[config.mk]
export PLATFORM = sky130hd
export DESIGN_NAME = named_counting_semaphore_table
export DESIGN_NICKNAME = d
export VERILOG_FILES = /design/src/hw/rtl/nsem_pkg.sv /design/src/hw/rtl/nsem_ram.sv /design/src/hw/rtl/nsem_ctrl.sv /design/src/hw/rtl/named_counting_semaphore_table.sv
export VERILOG_INCLUDE_DIRS = /design/src /design/src/hw/rtl
export SDC_FILE = /design/constraint.sdc
export NUM_CORES = 2
export LEC_CHECK = 0
export ABC_CLOCK_PERIOD_IN_PS = 13900
export BUFFER_PORTS_ARGS = -buffer_cell sky130_fd_sc_hd__buf_4
export CORE_AREA = 8 8 518 520
export CTS_CLUSTER_DIAMETER = 80
export DETAILED_ROUTE_END_ITERATION = 10
export DIE_AREA = 0 0 526 528
export GPL_TIMING_DRIVEN = 1
export PLACE_DENSITY = 0.65
export SYNTH_ARGS = -nofsm -noshare
export SYNTH_HDL_FRONTEND = slang
export SYNTH_SLANG_ARGS = --single-unit
[constraint.sdc]
create_clock -name clk -period 13.9 [get_ports clk]
set_clock_uncertainty 0.2 [all_clocks]
set_input_delay 2.78 -clock clk [delete_from_list [all_inputs] [get_ports clk]]
set_output_delay 2.78 -clock clk [all_outputs]
set_load 0.1 [all_outputs]
[src/hw/rtl/assert_macros.svh]
// Assertion helpers for the semaphore table.
// Each macro samples on the rising edge of clk and is switched off while rst_n is low.
`ifndef ASSERT_MACROS_SVH
`define ASSERT_MACROS_SVH

// Consequent holds in the same cycle as the antecedent.
`define NSEM_ASSERT_SAME(label, pre, post, msg) \
    label: assert property (@(posedge clk) disable iff (!rst_n) (pre) |-> (post)) \
        else $error(msg);

// Consequent holds in the cycle after the antecedent.
`define NSEM_ASSERT_NEXT(label, pre, post, msg) \
    label: assert property (@(posedge clk) disable iff (!rst_n) (pre) |=> (post)) \
        else $error(msg);

`endif

[src/hw/rtl/nsem_pkg.sv]
// ----------------------------------------------------------------------------
// nsem_pkg
// Shared codes, field widths and bundle types for the semaphore table.
// ----------------------------------------------------------------------------
`default_nettype none

package nsem_pkg;

    localparam int OP_W   = 3;
    localparam int SID_W  = 6;
    localparam int KEY_W  = 64;
    localparam int INIT_W = 16;
    localparam int ST_W   = 3;
    localparam int ID_W   = 5;
    localparam int VAL_W  = 16;
    localparam int REFS_W = 16;

    localparam logic [REFS_W-1:0] REFS_MAX = '1;

    typedef enum logic [OP_W-1:0] {
        OP_OPEN     = 3'd0,
        OP_CLOSE    = 3'd1,
        OP_UNLINK   = 3'd2,
        OP_TRYWAIT  = 3'd3,
        OP_POST     = 3'd4,
        OP_GETVALUE = 3'd5
    } op_t;

    typedef enum logic [ST_W-1:0] {
        ST_OK          = 3'd0,
        ST_INVALID     = 3'd1,
        ST_NOT_FOUND   = 3'd2,
        ST_TABLE_FULL  = 3'd3,
        ST_WOULD_BLOCK = 3'd4,
        ST_OVERFLOW    = 3'd5
    } st_t;

    typedef enum logic [2:0] {
        S_IDLE,
        S_SCAN,
        S_READ,
        S_MODIFY,
        S_RESP
    } state_t;

    // Write strobes towards the three entry memories.
    typedef struct packed {
        logic key_we;
        logic cnt_we;
        logic refs_we;
    } wr_en_t;

    // One result word on its way to the output register.
    typedef struct packed {
        st_t              status;
        logic [ID_W-1:0]  id;
        logic [VAL_W-1:0] value;
    } res_t;

endpackage

`default_nettype wire

[src/hw/rtl/nsem_ram.sv]
// ----------------------------------------------------------------------------
// nsem_ram
// Simple dual-port synchronous RAM, one write and one registered read port.
// ----------------------------------------------------------------------------
`default_nettype none

module nsem_ram #(
    parameter int DEPTH = 32,
    parameter int WIDTH = 16,
    parameter int AW    = 5
) (
    input  wire logic             clk,
    input  wire logic             we,
    input  wire logic [AW-1:0]    wr_addr,
    input  wire logic [WIDTH-1:0] wr_data,
    input  wire logic [AW-1:0]    rd_addr,
    output logic      [WIDTH-1:0] rd_data
);

    logic [WIDTH-1:0] mem [DEPTH];

    always_ff @(posedge clk)
    begin
        if (we)
        begin
            mem[wr_addr] <= wr_data;
        end
        rd_data <= mem[rd_addr];
    end

endmodule

`default_nettype wire

[src/hw/rtl/nsem_ctrl.sv]
// ----------------------------------------------------------------------------
// nsem_ctrl
// Request sequencer: key scan, read-modify-write of one entry, valid bits.
// ----------------------------------------------------------------------------
`default_nettype none

module nsem_ctrl #(
    parameter int SLOTS      = 32,
    parameter int COUNT_BITS = 16,
    parameter int IDX_W      = 5
) (
    input  wire logic                         clk,
    input  wire logic                         rst_n,
    input  wire logic                         in_valid,
    output logic                              in_ready,
    input  wire logic [nsem_pkg::OP_W-1:0]    opcode,
    input  wire logic                         create_flag,
    input  wire logic [nsem_pkg::KEY_W-1:0]   name_key,
    input  wire logic [nsem_pkg::INIT_W-1:0]  initial_value,
    input  wire logic [nsem_pkg::SID_W-1:0]   slot_id,
    output logic                              res_valid,
    input  wire logic                         res_take,
    output nsem_pkg::res_t                    res,
    output logic      [IDX_W-1:0]             key_rd_addr,
    input  wire logic [nsem_pkg::KEY_W-1:0]   key_rd_data,
    output logic      [IDX_W-1:0]             ent_rd_addr,
    input  wire logic [COUNT_BITS-1:0]        cnt_rd_data,
    input  wire logic [nsem_pkg::REFS_W-1:0]  refs_rd_data,
    output logic      [IDX_W-1:0]             wr_addr,
    output nsem_pkg::wr_en_t                  wr_en,
    output logic      [nsem_pkg::KEY_W-1:0]   key_wr_data,
    output logic      [COUNT_BITS-1:0]        cnt_wr_data,
    output logic      [nsem_pkg::REFS_W-1:0]  refs_wr_data
);

    localparam logic [IDX_W-1:0]      LAST_IDX = IDX_W'(SLOTS - 1);
    localparam logic [COUNT_BITS-1:0] CNT_MAX  = '1;
    localparam int CE_W = (COUNT_BITS > nsem_pkg::VAL_W) ? COUNT_BITS : nsem_pkg::VAL_W;
    localparam int IE_W = (IDX_W > nsem_pkg::ID_W) ? IDX_W : nsem_pkg::ID_W;

    nsem_pkg::state_t                 state_reg, state_next;
    logic [nsem_pkg::OP_W-1:0]        op_reg, op_next;
    logic                             create_reg, create_next;
    logic [nsem_pkg::KEY_W-1:0]       key_reg, key_next;
    logic [nsem_pkg::INIT_W-1:0]      init_reg, init_next;
    logic [IDX_W-1:0]                 scan_idx_reg, scan_idx_next;
    logic                             scan_more_reg, scan_more_next;
    logic                             chk_vld_reg, chk_vld_next;
    logic [IDX_W-1:0]                 chk_idx_reg, chk_idx_next;
    logic                             free_found_reg, free_found_next;
    logic [IDX_W-1:0]                 free_idx_reg, free_idx_next;
    logic [IDX_W-1:0]                 tgt_idx_reg, tgt_idx_next;
    logic                             hit_reg, hit_next;
    nsem_pkg::res_t                   res_reg, res_next;
    logic [SLOTS-1:0]                 valid_reg, valid_next;

    logic [IDX_W-1:0]                 sid_idx;
    logic                             sid_ok;
    logic                             hit_now;
    logic                             free_now;
    logic [CE_W-1:0]                  init_ext;
    logic                             init_big;
    logic [CE_W-1:0]                  cnt_ext;
    logic [IE_W-1:0]                  tgt_ext;
    logic [nsem_pkg::REFS_W-1:0]      refs_dec;

    assign sid_idx  = IDX_W'(slot_id);
    assign sid_ok   = (32'(slot_id) < SLOTS) && valid_reg[sid_idx];
    assign hit_now  = chk_vld_reg && valid_reg[chk_idx_reg] && (key_rd_data == key_reg);
    assign free_now = chk_vld_reg && !free_found_reg && !valid_reg[chk_idx_reg];
    assign init_ext = CE_W'(init_reg);
    assign init_big = init_ext > CE_W'(CNT_MAX);
    assign cnt_ext  = CE_W'(cnt_rd_data);
    assign tgt_ext  = IE_W'(tgt_idx_reg);
    assign refs_dec = (refs_rd_data == '0) ? '0 : refs_rd_data - 1'b1;

    assign key_rd_addr = scan_idx_reg;
    assign ent_rd_addr = tgt_idx_reg;
    assign wr_addr     = tgt_idx_reg;
    assign key_wr_data = key_reg;
    assign res         = res_reg;

    always_ff @(posedge clk or negedge rst_n)
    begin
        if (!rst_n)
        begin
            state_reg      <= nsem_pkg::S_IDLE;
            valid_reg      <= '0;
            scan_more_reg  <= 1'b0;
            chk_vld_reg    <= 1'b0;
            free_found_reg <= 1'b0;
        end
        else
        begin
            state_reg      <= state_next;
            valid_reg      <= valid_next;
            scan_more_reg  <= scan_more_next;
            chk_vld_reg    <= chk_vld_next;
            free_found_reg <= free_found_next;
        end
    end

    always_ff @(posedge clk)
    begin
        op_reg       <= op_next;
        create_reg   <= create_next;
        key_reg      <= key_next;
        init_reg     <= init_next;
        scan_idx_reg <= scan_idx_next;
        chk_idx_reg  <= chk_idx_next;
        free_idx_reg <= free_idx_next;
        tgt_idx_reg  <= tgt_idx_next;
        hit_reg      <= hit_next;
        res_reg      <= res_next;
    end

    always_comb
    begin
        state_next      = state_reg;
        op_next         = op_reg;
        create_next     = create_reg;
        key_next        = key_reg;
        init_next       = init_reg;
        scan_idx_next   = scan_idx_reg;
        scan_more_next  = scan_more_reg;
        chk_vld_next    = chk_vld_reg;
        chk_idx_next    = chk_idx_reg;
        free_found_next = free_found_reg;
        free_idx_next   = free_idx_reg;
        tgt_idx_next    = tgt_idx_reg;
        hit_next        = hit_reg;
        res_next        = res_reg;
        valid_next      = valid_reg;
        wr_en           = '0;
        cnt_wr_data     = cnt_rd_data;
        refs_wr_data    = refs_rd_data;
        in_ready        = 1'b0;
        res_valid       = 1'b0;

        case (state_reg)
            nsem_pkg::S_IDLE:
            begin
                in_ready = 1'b1;
                if (in_valid)
                begin
                    op_next         = opcode;
                    create_next     = create_flag;
                    key_next        = name_key;
                    init_next       = initial_value;
                    res_next.status = nsem_pkg::ST_OK;
                    res_next.id     = '0;
                    res_next.value  = '0;
                    scan_idx_next   = '0;
                    scan_more_next  = 1'b1;
                    chk_vld_next    = 1'b0;
                    free_found_next = 1'b0;
                    case (nsem_pkg::op_t'(opcode))
                        nsem_pkg::OP_OPEN, nsem_pkg::OP_UNLINK:
                        begin
                            state_next = nsem_pkg::S_SCAN;
                        end
                        nsem_pkg::OP_CLOSE, nsem_pkg::OP_TRYWAIT,
                        nsem_pkg::OP_POST, nsem_pkg::OP_GETVALUE:
                        begin
                            if (sid_ok)
                            begin
                                tgt_idx_next = sid_idx;
                                hit_next     = 1'b1;
                                state_next   = nsem_pkg::S_READ;
                            end
                            else
                            begin
                                res_next.status = nsem_pkg::ST_INVALID;
                                state_next      = nsem_pkg::S_RESP;
                            end
                        end
                        default:
                        begin
                            res_next.status = nsem_pkg::ST_INVALID;
                            state_next      = nsem_pkg::S_RESP;
                        end
                    endcase
                end
            end

            nsem_pkg::S_SCAN:
            begin
                // issue one key read a cycle, check the word read the cycle before
                chk_vld_next = scan_more_reg;
                chk_idx_next = scan_idx_reg;
                if (scan_more_reg)
                begin
                    if (scan_idx_reg == LAST_IDX)
                    begin
                        scan_more_next = 1'b0;
                    end
                    else
                    begin
                        scan_idx_next = scan_idx_reg + 1'b1;
                    end
                end
                if (hit_now)
                begin
                    tgt_idx_next = chk_idx_reg;
                    hit_next     = 1'b1;
                    state_next   = nsem_pkg::S_READ;
                end
                else if (chk_vld_reg)
                begin
                    if (free_now)
                    begin
                        free_found_next = 1'b1;
                        free_idx_next   = chk_idx_reg;
                    end
                    if (chk_idx_reg == LAST_IDX)
                    begin
                        if ((op_reg == nsem_pkg::OP_UNLINK) || !create_reg)
                        begin
                            res_next.status = nsem_pkg::ST_NOT_FOUND;
                            state_next      = nsem_pkg::S_RESP;
                        end
                        else if (free_found_reg || free_now)
                        begin
                            tgt_idx_next = free_found_reg ? free_idx_reg : chk_idx_reg;
                            hit_next     = 1'b0;
                            state_next   = nsem_pkg::S_MODIFY;
                        end
                        else
                        begin
                            res_next.status = nsem_pkg::ST_TABLE_FULL;
                            state_next      = nsem_pkg::S_RESP;
                        end
                    end
                end
            end

            nsem_pkg::S_READ:
            begin
                state_next = nsem_pkg::S_MODIFY;
            end

            nsem_pkg::S_MODIFY:
            begin
                state_next = nsem_pkg::S_RESP;
                case (nsem_pkg::op_t'(op_reg))
                    nsem_pkg::OP_OPEN:
                    begin
                        res_next.id = tgt_ext[nsem_pkg::ID_W-1:0];
                        if (hit_reg)
                        begin
                            if (refs_rd_data == nsem_pkg::REFS_MAX)
                            begin
                                res_next.status = nsem_pkg::ST_OVERFLOW;
                            end
                            else
                            begin
                                refs_wr_data  = refs_rd_data + 1'b1;
                                wr_en.refs_we = 1'b1;
                            end
                        end
                        else
                        begin
                            wr_en.key_we  = 1'b1;
                            wr_en.cnt_we  = 1'b1;
                            wr_en.refs_we = 1'b1;
                            refs_wr_data  = nsem_pkg::REFS_W'(1);
                            cnt_wr_data   = init_big ? CNT_MAX : COUNT_BITS'(init_reg);
                            valid_next[tgt_idx_reg] = 1'b1;
                            if (init_big)
                            begin
                                res_next.status = nsem_pkg::ST_OVERFLOW;
                            end
                        end
                    end
                    nsem_pkg::OP_CLOSE, nsem_pkg::OP_UNLINK:
                    begin
                        if (refs_dec == '0)
                        begin
                            valid_next[tgt_idx_reg] = 1'b0;
                        end
                        else
                        begin
                            refs_wr_data  = refs_dec;
                            wr_en.refs_we = 1'b1;
                        end
                    end
                    nsem_pkg::OP_TRYWAIT:
                    begin
                        if (cnt_rd_data == '0)
                        begin
                            res_next.status = nsem_pkg::ST_WOULD_BLOCK;
                        end
                        else
                        begin
                            cnt_wr_data  = cnt_rd_data - 1'b1;
                            wr_en.cnt_we = 1'b1;
                        end
                    end
                    nsem_pkg::OP_POST:
                    begin
                        if (cnt_rd_data == CNT_MAX)
                        begin
                            res_next.status = nsem_pkg::ST_OVERFLOW;
                        end
                        else
                        begin
                            cnt_wr_data  = cnt_rd_data + 1'b1;
                            wr_en.cnt_we = 1'b1;
                        end
                    end
                    nsem_pkg::OP_GETVALUE:
                    begin
                        if (cnt_ext > CE_W'({nsem_pkg::VAL_W{1'b1}}))
                        begin
                            res_next.value = '1;
                        end
                        else
                        begin
                            res_next.value = cnt_ext[nsem_pkg::VAL_W-1:0];
                        end
                    end
                    default:
                    begin
                        res_next.status = nsem_pkg::ST_INVALID;
                    end
                endcase
            end

            nsem_pkg::S_RESP:
            begin
                res_valid = 1'b1;
                if (res_take)
                begin
                    state_next = nsem_pkg::S_IDLE;
                end
            end

            default:
            begin
                state_next = nsem_pkg::S_IDLE;
            end
        endcase
    end

`include "assert_macros.svh"

    `NSEM_ASSERT_NEXT(a_accept_leaves_idle, in_valid && in_ready, state_reg != nsem_pkg::S_IDLE, "accepted word did not start a request")
    `NSEM_ASSERT_NEXT(a_hit_targets_entry, state_reg == nsem_pkg::S_SCAN && hit_now, state_reg == nsem_pkg::S_READ && tgt_idx_reg == $past(chk_idx_reg), "key match not taken as target")
    `NSEM_ASSERT_NEXT(a_create_sets_valid, state_reg == nsem_pkg::S_MODIFY && op_reg == nsem_pkg::OP_OPEN && !hit_reg, valid_reg[$past(tgt_idx_reg)], "created entry not marked valid")
    `NSEM_ASSERT_SAME(a_write_in_modify, wr_en.key_we || wr_en.cnt_we || wr_en.refs_we, state_reg == nsem_pkg::S_MODIFY, "entry memory written outside modify")

endmodule

`default_nettype wire

[src/hw/rtl/named_counting_semaphore_table.sv]
// Timing: getvalue, trywait, post and close on a good id pass through the read, modify
// and response states; bad ids and unknown opcodes go straight to the response state;
// open and unlink first scan the keys (one slot a cycle). One request is in flight at a
// time: in_ready rises again the cycle after the result enters the output register.
// Reset: asynchronous, active low; clears every valid bit at once, no clearing pass.
// ----------------------------------------------------------------------------
// named_counting_semaphore_table
// Table of counting semaphores looked up by a 64-bit name key or by slot id.
// ----------------------------------------------------------------------------
`default_nettype none

module named_counting_semaphore_table #(
    parameter int SLOTS      = 32,
    parameter int COUNT_BITS = 16
) (
    input  wire logic                          clk,
    input  wire logic                          rst_n,
    input  wire logic                          in_valid,
    output logic                               in_ready,
    input  wire logic [nsem_pkg::OP_W-1:0]     opcode,
    input  wire logic                          create_flag,
    input  wire logic [nsem_pkg::KEY_W-1:0]    name_key,
    input  wire logic [nsem_pkg::INIT_W-1:0]   initial_value,
    input  wire logic [nsem_pkg::SID_W-1:0]    slot_id,
    output logic                               out_valid,
    input  wire logic                          out_ready,
    output logic      [nsem_pkg::ST_W-1:0]     status,
    output logic      [nsem_pkg::ID_W-1:0]     id_out,
    output logic      [nsem_pkg::VAL_W-1:0]    value_out
);

    localparam int IDX_W = (SLOTS > 1) ? $clog2(SLOTS) : 1;

    // Entry state is split over three memories (key, count, reference count),
    // each with one write port and a registered read port. The valid bits live
    // in flip-flops inside the sequencer so reset can clear them in one go.
    // Only one request is ever in flight, so a write-back in the modify cycle
    // can never race a later read of the same entry: the sequencer itself is
    // the interlock.

    logic [IDX_W-1:0]                 key_rd_addr;
    logic [nsem_pkg::KEY_W-1:0]       key_rd_data;
    logic [IDX_W-1:0]                 ent_rd_addr;
    logic [COUNT_BITS-1:0]            cnt_rd_data;
    logic [nsem_pkg::REFS_W-1:0]      refs_rd_data;
    logic [IDX_W-1:0]                 wr_addr;
    nsem_pkg::wr_en_t                 wr_en;
    logic [nsem_pkg::KEY_W-1:0]       key_wr_data;
    logic [COUNT_BITS-1:0]            cnt_wr_data;
    logic [nsem_pkg::REFS_W-1:0]      refs_wr_data;

    logic                             res_valid;
    logic                             res_take;
    nsem_pkg::res_t                   res;

    logic                             out_valid_reg, out_valid_next;
    nsem_pkg::res_t                   out_res_reg;

    // Request sequencer: scans keys for open and unlink, then reads, modifies
    // and writes back the one entry the request concerns.
    nsem_ctrl #(
        .SLOTS      (SLOTS),
        .COUNT_BITS (COUNT_BITS),
        .IDX_W      (IDX_W)
    ) u_ctrl (
        .clk           (clk),
        .rst_n         (rst_n),
        .in_valid      (in_valid),
        .in_ready      (in_ready),
        .opcode        (opcode),
        .create_flag   (create_flag),
        .name_key      (name_key),
        .initial_value (initial_value),
        .slot_id       (slot_id),
        .res_valid     (res_valid),
        .res_take      (res_take),
        .res           (res),
        .key_rd_addr   (key_rd_addr),
        .key_rd_data   (key_rd_data),
        .ent_rd_addr   (ent_rd_addr),
        .cnt_rd_data   (cnt_rd_data),
        .refs_rd_data  (refs_rd_data),
        .wr_addr       (wr_addr),
        .wr_en         (wr_en),
        .key_wr_data   (key_wr_data),
        .cnt_wr_data   (cnt_wr_data),
        .refs_wr_data  (refs_wr_data)
    );

    // Name keys: read by the scan, written when open creates an entry.
    nsem_ram #(
        .DEPTH (SLOTS),
        .WIDTH (nsem_pkg::KEY_W),
        .AW    (IDX_W)
    ) u_key_ram (
        .clk     (clk),
        .we      (wr_en.key_we),
        .wr_addr (wr_addr),
        .wr_data (key_wr_data),
        .rd_addr (key_rd_addr),
        .rd_data (key_rd_data)
    );

    // Semaphore counts.
    nsem_ram #(
        .DEPTH (SLOTS),
        .WIDTH (COUNT_BITS),
        .AW    (IDX_W)
    ) u_cnt_ram (
        .clk     (clk),
        .we      (wr_en.cnt_we),
        .wr_addr (wr_addr),
        .wr_data (cnt_wr_data),
        .rd_addr (ent_rd_addr),
        .rd_data (cnt_rd_data)
    );

    // Reference counts.
    nsem_ram #(
        .DEPTH (SLOTS),
        .WIDTH (nsem_pkg::REFS_W),
        .AW    (IDX_W)
    ) u_refs_ram (
        .clk     (clk),
        .we      (wr_en.refs_we),
        .wr_addr (wr_addr),
        .wr_data (refs_wr_data),
        .rd_addr (ent_rd_addr),
        .rd_data (refs_rd_data)
    );

    // Output register: hold the result word until the consumer takes it, and
    // let the sequencer drop its next result in as the current one leaves.
    assign res_take = !out_valid_reg || out_ready;

    always_comb
    begin
        out_valid_next = out_valid_reg;
        if (res_valid && res_take)
        begin
            out_valid_next = 1'b1;
        end
        else if (out_ready)
        begin
            out_valid_next = 1'b0;
        end
    end

    always_ff @(posedge clk or negedge rst_n)
    begin
        if (!rst_n)
        begin
            out_valid_reg <= 1'b0;
        end
        else
        begin
            out_valid_reg <= out_valid_next;
        end
    end

    // Result payload: no reset, loaded only alongside the valid flag.
    always_ff @(posedge clk)
    begin
        if (res_valid && res_take)
        begin
            out_res_reg <= res;
        end
    end

    assign out_valid = out_valid_reg;
    assign status    = out_res_reg.status;
    assign id_out    = out_res_reg.id;
    assign value_out = out_res_reg.value;

endmodule

`default_nettype wire

# == Word level (Yosys, flattened, before mapping) ==
# Memory sizes are Yosys's and may differ from the RTL's. A register that Yosys moved wholly into a read port is not among the register bits.
# Cells that the tools add are included.
# word_totals
register_bits,192
mem_bits_rw,3072
in_bits,94
output_inout_bits,26
elab_cells,226
n_memories,3
# mem_list
memory,words,width,read_ports,rd_clocked_by_memory_dff,wr,line,text
u_key_ram.mem,32,64,1,1,1,nsem_ram.sv:20,logic [WIDTH-1:0] mem [DEPTH];
u_cnt_ram.mem,32,16,1,1,1,nsem_ram.sv:20,
u_refs_ram.mem,32,16,1,1,1,nsem_ram.sv:20,
# op_classes
n_addsub,5
magnitude_cmp,7
eq_ne,43
mux,103
n_bitwise,4
n_reduce_logical,40
# ops
op,n
$mux W16,12
$mux W5,13
$eq A64 B64 Y1,1
$mux W32,2
$pmux W32 S2,1
$mux W3,19
$logic_not A16 Y1,3
$pmux W16 S3,1
$pmux W21 S2,1
$mux W1,35
$add A16 B1 Y16 const B,2
$and A32 B32 Y32,1
$eq A16 B16 Y1 const B,2
$gt A16 B16 Y1 const B,2
$not A32 Y32,1
$or A32 B32 Y32,1
$pmux W16 S2,1
$sub A16 B1 Y16 const B,2
$mux W24,1
$pmux W5 S2,2
$eq A3 B2 Y1 const B,6
$lt A5 B6 Y1 const B,3
$ne A2 B2 Y1 const B,9
$reduce_and A4 Y1,4
other kinds (35),77

# == Logic depth before layout (Yosys ltp) ==
# logic_depth
word_depth,11
ltp_mapped,13
mapped_depth_nobuf,9

# == Modules after synthesis ==
# From an unflattened synthesis, not the netlist that was laid out.
# hier_totals
cells_unflattened,6361
hier_area_um2,130923.1
# modules_own_cells
module,instances,cells_per_inst,area_per_inst_um2,seq_area_each_um2
nsem_ram at u_key_ram,1,3096,78964.5,62780.2
nsem_ram at u_cnt_ram ...,2,1143,20534.7,15695.1
nsem_ctrl,1,951,10114.7,4824.6
named_counting_semaphore_table,1,28,774.5,745.7

# == Worst setup path after synthesis ==
# Ideal clock, no wire load.
# synth_path
path_type,reg2reg
startpoint,reg u_ctrl.state_reg[0]
endpoint,reg u_ctrl.tgt_idx_reg[0] (netlist: u_ctrl.ent_rd_addr[0]) (enable)
setup_time_ns,0.363
arrival_ns,5.664
required_time_ns,13.337
slack_ns,7.673
stages_incl_launch_ff,7
path_buffers,1
period_less_slack_ns,6.227
cell_sequence,dfrtp_1 clkbuf_1 nor3_1 nand2_1 inv_1 o21ai_0 a21oi_1
# synth_via
elab_chain_cells,3
word_cells_on_any_way,11
cone_classes,8 x eq/ne; 3 x reduce/logical
# synth_lines
element,line,text
start: declaration,nsem_ctrl.sv:41,"nsem_pkg::state_t state_reg, state_next;"
start signal: assignment,nsem_ctrl.sv:87,state_reg <= nsem_pkg::S_IDLE;
start signal: assignment,nsem_ctrl.sv:95,state_reg <= state_next;
$eq A3 B1 Y1 or $logic_not A3 Y1 (tied branches),nsem_ctrl.sv:140,case (state_reg)
"$ne A3 B2 Y1 (no source line), or another cell as far along",--,
$reduce_and A8 Y1 (no source line) (*),--,
end signal: assignment,nsem_ctrl.sv:112,tgt_idx_reg <= tgt_idx_next;
end: declaration,nsem_ctrl.sv:52,"logic [IDX_W-1:0] tgt_idx_reg, tgt_idx_next;"
# Every way passes the cells marked *; elsewhere a longest branch is shown, timed or not.
# A chain may end at the register's enable or synchronous reset.

==> results.sh <==
export IMPL_status="completed"
export IMPL_routedWlPerCell_um=31.5
export IMPL_start_util_pct=49.6
export IMPL_drv_cap=0
export IMPL_rows=188
export IMPL_clock_fmax_ghz=0.173
export IMPL_cts_tree="done"
export IMPL_r2r_slack_ns=8.11
export IMPL_yosys_top_cells_area="edfxtp_1, mux4_2, mux2i_1"
export IMPL_ant_nets=0
export IMPL_postCtsSetupBuffers=0
export IMPL_r2r_start="u_ctrl.key_rd_addr[1]$_SDFFCE_PN0P_"
export IMPL_dieArea_mm2=0.278
export IMPL_holdPathStages=0
export IMPL_hold_viol=0
export IMPL_drt_pass1_iterations=6
export IMPL_nets=7054
export IMPL_placed_area_mm2=0.135
export IMPL_cp_max_fo=40
export IMPL_largest_register="u_key_ram.mem"
export IMPL_fillers=19429
export IMPL_maxSlewHeadroom_pct=9.76
export IMPL_tightest_slew_ns=1.34
export IMPL_use_met1_pct=32.4
export IMPL_antenna_found_initial=10
export IMPL_dieHeight_um=528
export IMPL_synth_xor_area_share_pct=0.454
export IMPL_postLayoutCellArea_mm2=0.146
export IMPL_ys_types=72
export IMPL_clk_latency_ns=0.89
export IMPL_synth_top_area_cell="edfxtp_1"
export IMPL_synth_top_family_by_area="multiplexers"
export IMPL_cp_startpoint="u_ctrl.key_rd_addr[1]$_SDFFCE_PN0P_"
export IMPL_reg_top3="u_key_ram.mem (2048), u_cnt_ram.mem (512), u_refs_ram.mem (512)"
export IMPL_hold_path_class="reg -> reg"
export IMPL_cts_made_buffers=347
export IMPL_cts_repair_resized=0
export IMPL_clock_sinks=3360
export IMPL_synthMuxAreaShare_pct=13.6
export IMPL_critPathKind="reg -> reg"
export IMPL_ys_seq_area_share_pct=77.1
export IMPL_ir_drop_mv=0.159
export IMPL_die_w_um=526
export IMPL_grt_busiest_layer="met2"
export IMPL_h_tree_depth=5
export IMPL_grt_pass1_vias=68264
export IMPL_synthCells=6637
export IMPL_drt_iter0_drc=8332
export IMPL_netlist_area_leader_share_pct=74.9
export IMPL_setup_violations=0
export IMPL_totalWireLength_mm=335
export IMPL_synthAdderAreaFrac_pct=0.0677
export IMPL_cp_required_ns=14.46
export IMPL_ff2ff_path_depth=11
export IMPL_r2r_end="u_key_ram.rd_data[32]$_DFF_P_"
export IMPL_cp_arrival_ns=6.35
export IMPL_drc=0
export IMPL_io_pins=120
export IMPL_grt_max_degree=155
export IMPL_crit_path_start_kind="register"
export IMPL_synth_seq_cells=3360
export IMPL_post_route_min_period_ns=5.79
export IMPL_largest_reg_flops=2048
export IMPL_async_flop_share_pct=1.16
export IMPL_multiInputGateArea_mm2=0.0285
export IMPL_num_vias=67447
export IMPL_seqCellArea_mm2=0.0997
export IMPL_hold_buffers=0
export IMPL_grt_pass1_wl_mm=483
export IMPL_cts_buffer_depth=4
export IMPL_synth_compound_area_share_pct=5.00
export IMPL_fp_coreArea_mm2=0.261
export IMPL_met3_usage_pct=3.13
export IMPL_hpwl_mm=178
export IMPL_io_buffers=119
export IMPL_synth_warnings=0
export IMPL_synth_simple_area_share_pct=2.52
export IMPL_crit_path_end_kind="register"
export IMPL_vias_per_cell=6.33
export IMPL_synth_ff_type="edfxtp_1"
export IMPL_clkTransAtPathRegs_ns=0.06
export IMPL_synth_edf_count=3225
export IMPL_fin_setup_tns_ns=0
export IMPL_place_gp_congestion=0.836
export IMPL_synth_area_mm2=0.129
export IMPL_drive_gt1_share_pct=22.2
export IMPL_synth_avg_cell_area_um2=19.5
export IMPL_cts_root_buf="clkbuf_16"
export IMPL_synth_nets=6738
export IMPL_crit_end="u_key_ram.rd_data[32]$_DFF_P_"
export IMPL_period_share_pct=41.7
export IMPL_synthToLayoutAreaGrowth_pct=13.3
export IMPL_grtUsageTotal_pct=23.5
export IMPL_use_met2_pct=39.4
export IMPL_drv_slew=0
export IMPL_power_density_mw_per_mm2=199
export IMPL_rsz0062_at_grt="false"
export IMPL_p_leak_nw=46.6
export IMPL_grt_overflow=0
==> worst max-delay path, stage by stage, from the launching register on <==
cell and delay (ns):
edfxtp_1 1.10, buf_4 0.73, buf_4 0.68, and2_4 0.60
buf_4 0.63, buf_4 0.72, a21oi_1 0.16, o21ai_0 0.19
nand2_1 0.10, nand2_1 0.09, o221ai_1 0.11, o21ai_0 0.17
==> power breakdown <==
group          switching (W)  internal [W]  leakage [nW]
registers           0.000358        0.0122          30.4
logic                0.00480       0.00269          10.8
clock network        0.00382       0.00528          5.42
==> cell type report <==
| cell class | instances | area share [%] |
|---|---|---|
| Multi-Input combinational cell | 2865 | 19.5 |
| Timing Repair Buffer | 354 | 1.87 |
| Sequential cell | 3360 | 68.1 |
| Tap cell | 3420 | 2.92 |
| Inverter | 25 | 0.0692 |
| Clock buffer | 464 | 6.52 |
| Antenna cell | 6 | 0.0102 |
| Clock inverter | 168 | 1.06 |
==> logic make-up (layout without fill, tap and decap cells) <==
logic type               Yosys count  count (layout)
AO/OA/AOI/OAI                   1009            1009
XOR/XNOR                          67              67
adder cells (fa/ha/maj)            7               7
buffers and inverters            412            1011
flip-flops                      3360            3360
multiplexers                    1063            1063
other                              0               6
AND/OR/NAND/NOR                  719             719
==> placed cells by master, fill, tap and decap left out, drive strengths merged, types with 5 or more instances in the layout <==
cell	synthesis	final
a21o	5	5
o22ai	69	69
a221oi	6	6
ha	7	7
mux2i	400	400
inv	25	38
dfxtp	96	96
a21oi	231	231
mux2	124	124
buf	169	354
or3	10	10
o211ai	8	8
nor3	31	31
edfxtp	3225	3225
clkinv	0	122
o221ai	187	187
xnor2	58	58
nor2b	8	8
nor3b	5	5
clkbuf	218	464
nand2	280	280
a22oi	141	141
mux4	539	539
o21ai	302	302
and2	13	13
and3	29	29
nand3	33	33
diode	0	6
xor2	9	9
a211oi	6	6
nor2	215	215
nand2b	7	7
bufinv	0	24
clkinvlp	0	9
o31ai	6	6
nand4	59	59
nor4	13	13
a31oi	14	14
dfrtp	39	39
==> how the worst min path moves through the flow <==
stage	start	endpoint
finish	u_ctrl.res[14]$_SDFFCE_PP0P_	value_out[14]$_DFFE_PP_
global route	u_ctrl.res[13]$_SDFFCE_PP0P_	value_out[13]$_DFFE_PP_
CTS	u_ctrl.res[11]$_SDFFCE_PP0P_	value_out[11]$_DFFE_PP_
detailed placement	u_ctrl.res[11]$_SDFFCE_PP0P_	value_out[11]$_DFFE_PP_
global placement	u_ctrl.res[3]$_SDFFCE_PP0P_	value_out[3]$_DFFE_PP_
floorplan	u_ctrl.res[16]$_SDFFCE_PP0P_	id_out[0]$_DFFE_PP_
==> Yosys cell counts, drive strengths merged (25+ instances only) <==
library cell	n
a21oi	231
a22oi	141
and3	29
buf	169
clkbuf	218
dfrtp	39
dfxtp	96
edfxtp	3225
inv	25
mux2	124
mux2i	400
mux4	539
nand2	280
nand3	33
nand4	59
nor2	215
nor3	31
o21ai	302
o221ai	187
o22ai	69
xnor2	58
==> stage by stage <==
stage / utilization, % / total power (W) / cells / setup WS (ns) / hold slack [ns]
2_1_floorplan: - / 0.0177 / 6637 / 7.67 / 0.200
3_3_place_gp: 51.9 / 0.0201 / 10024 / 8.26 / 0.205
3_5_place_dp: 51.9 / 0.0203 / 10024 / 8.20 / 0.205
4_1_cts: 56.2 / 0.0293 / 10656 / 8.15 / 0.218
5_1_grt: 56.2 / 0.0302 / 10659 / 7.97 / 0.225
6_report: 56.2 / 0.0292 / 10662 / 8.11 / 0.220
==> layer usage <==
layer | vias to the layer above | wire length (um)
met5 | - | 65
met4 | 10 | 11900
met3 | 649 | 24600
met2 | 3104 | 165000
met1 | 35652 | 134000
li1 | 28032 | -
(Power assumes the default switching activity.)
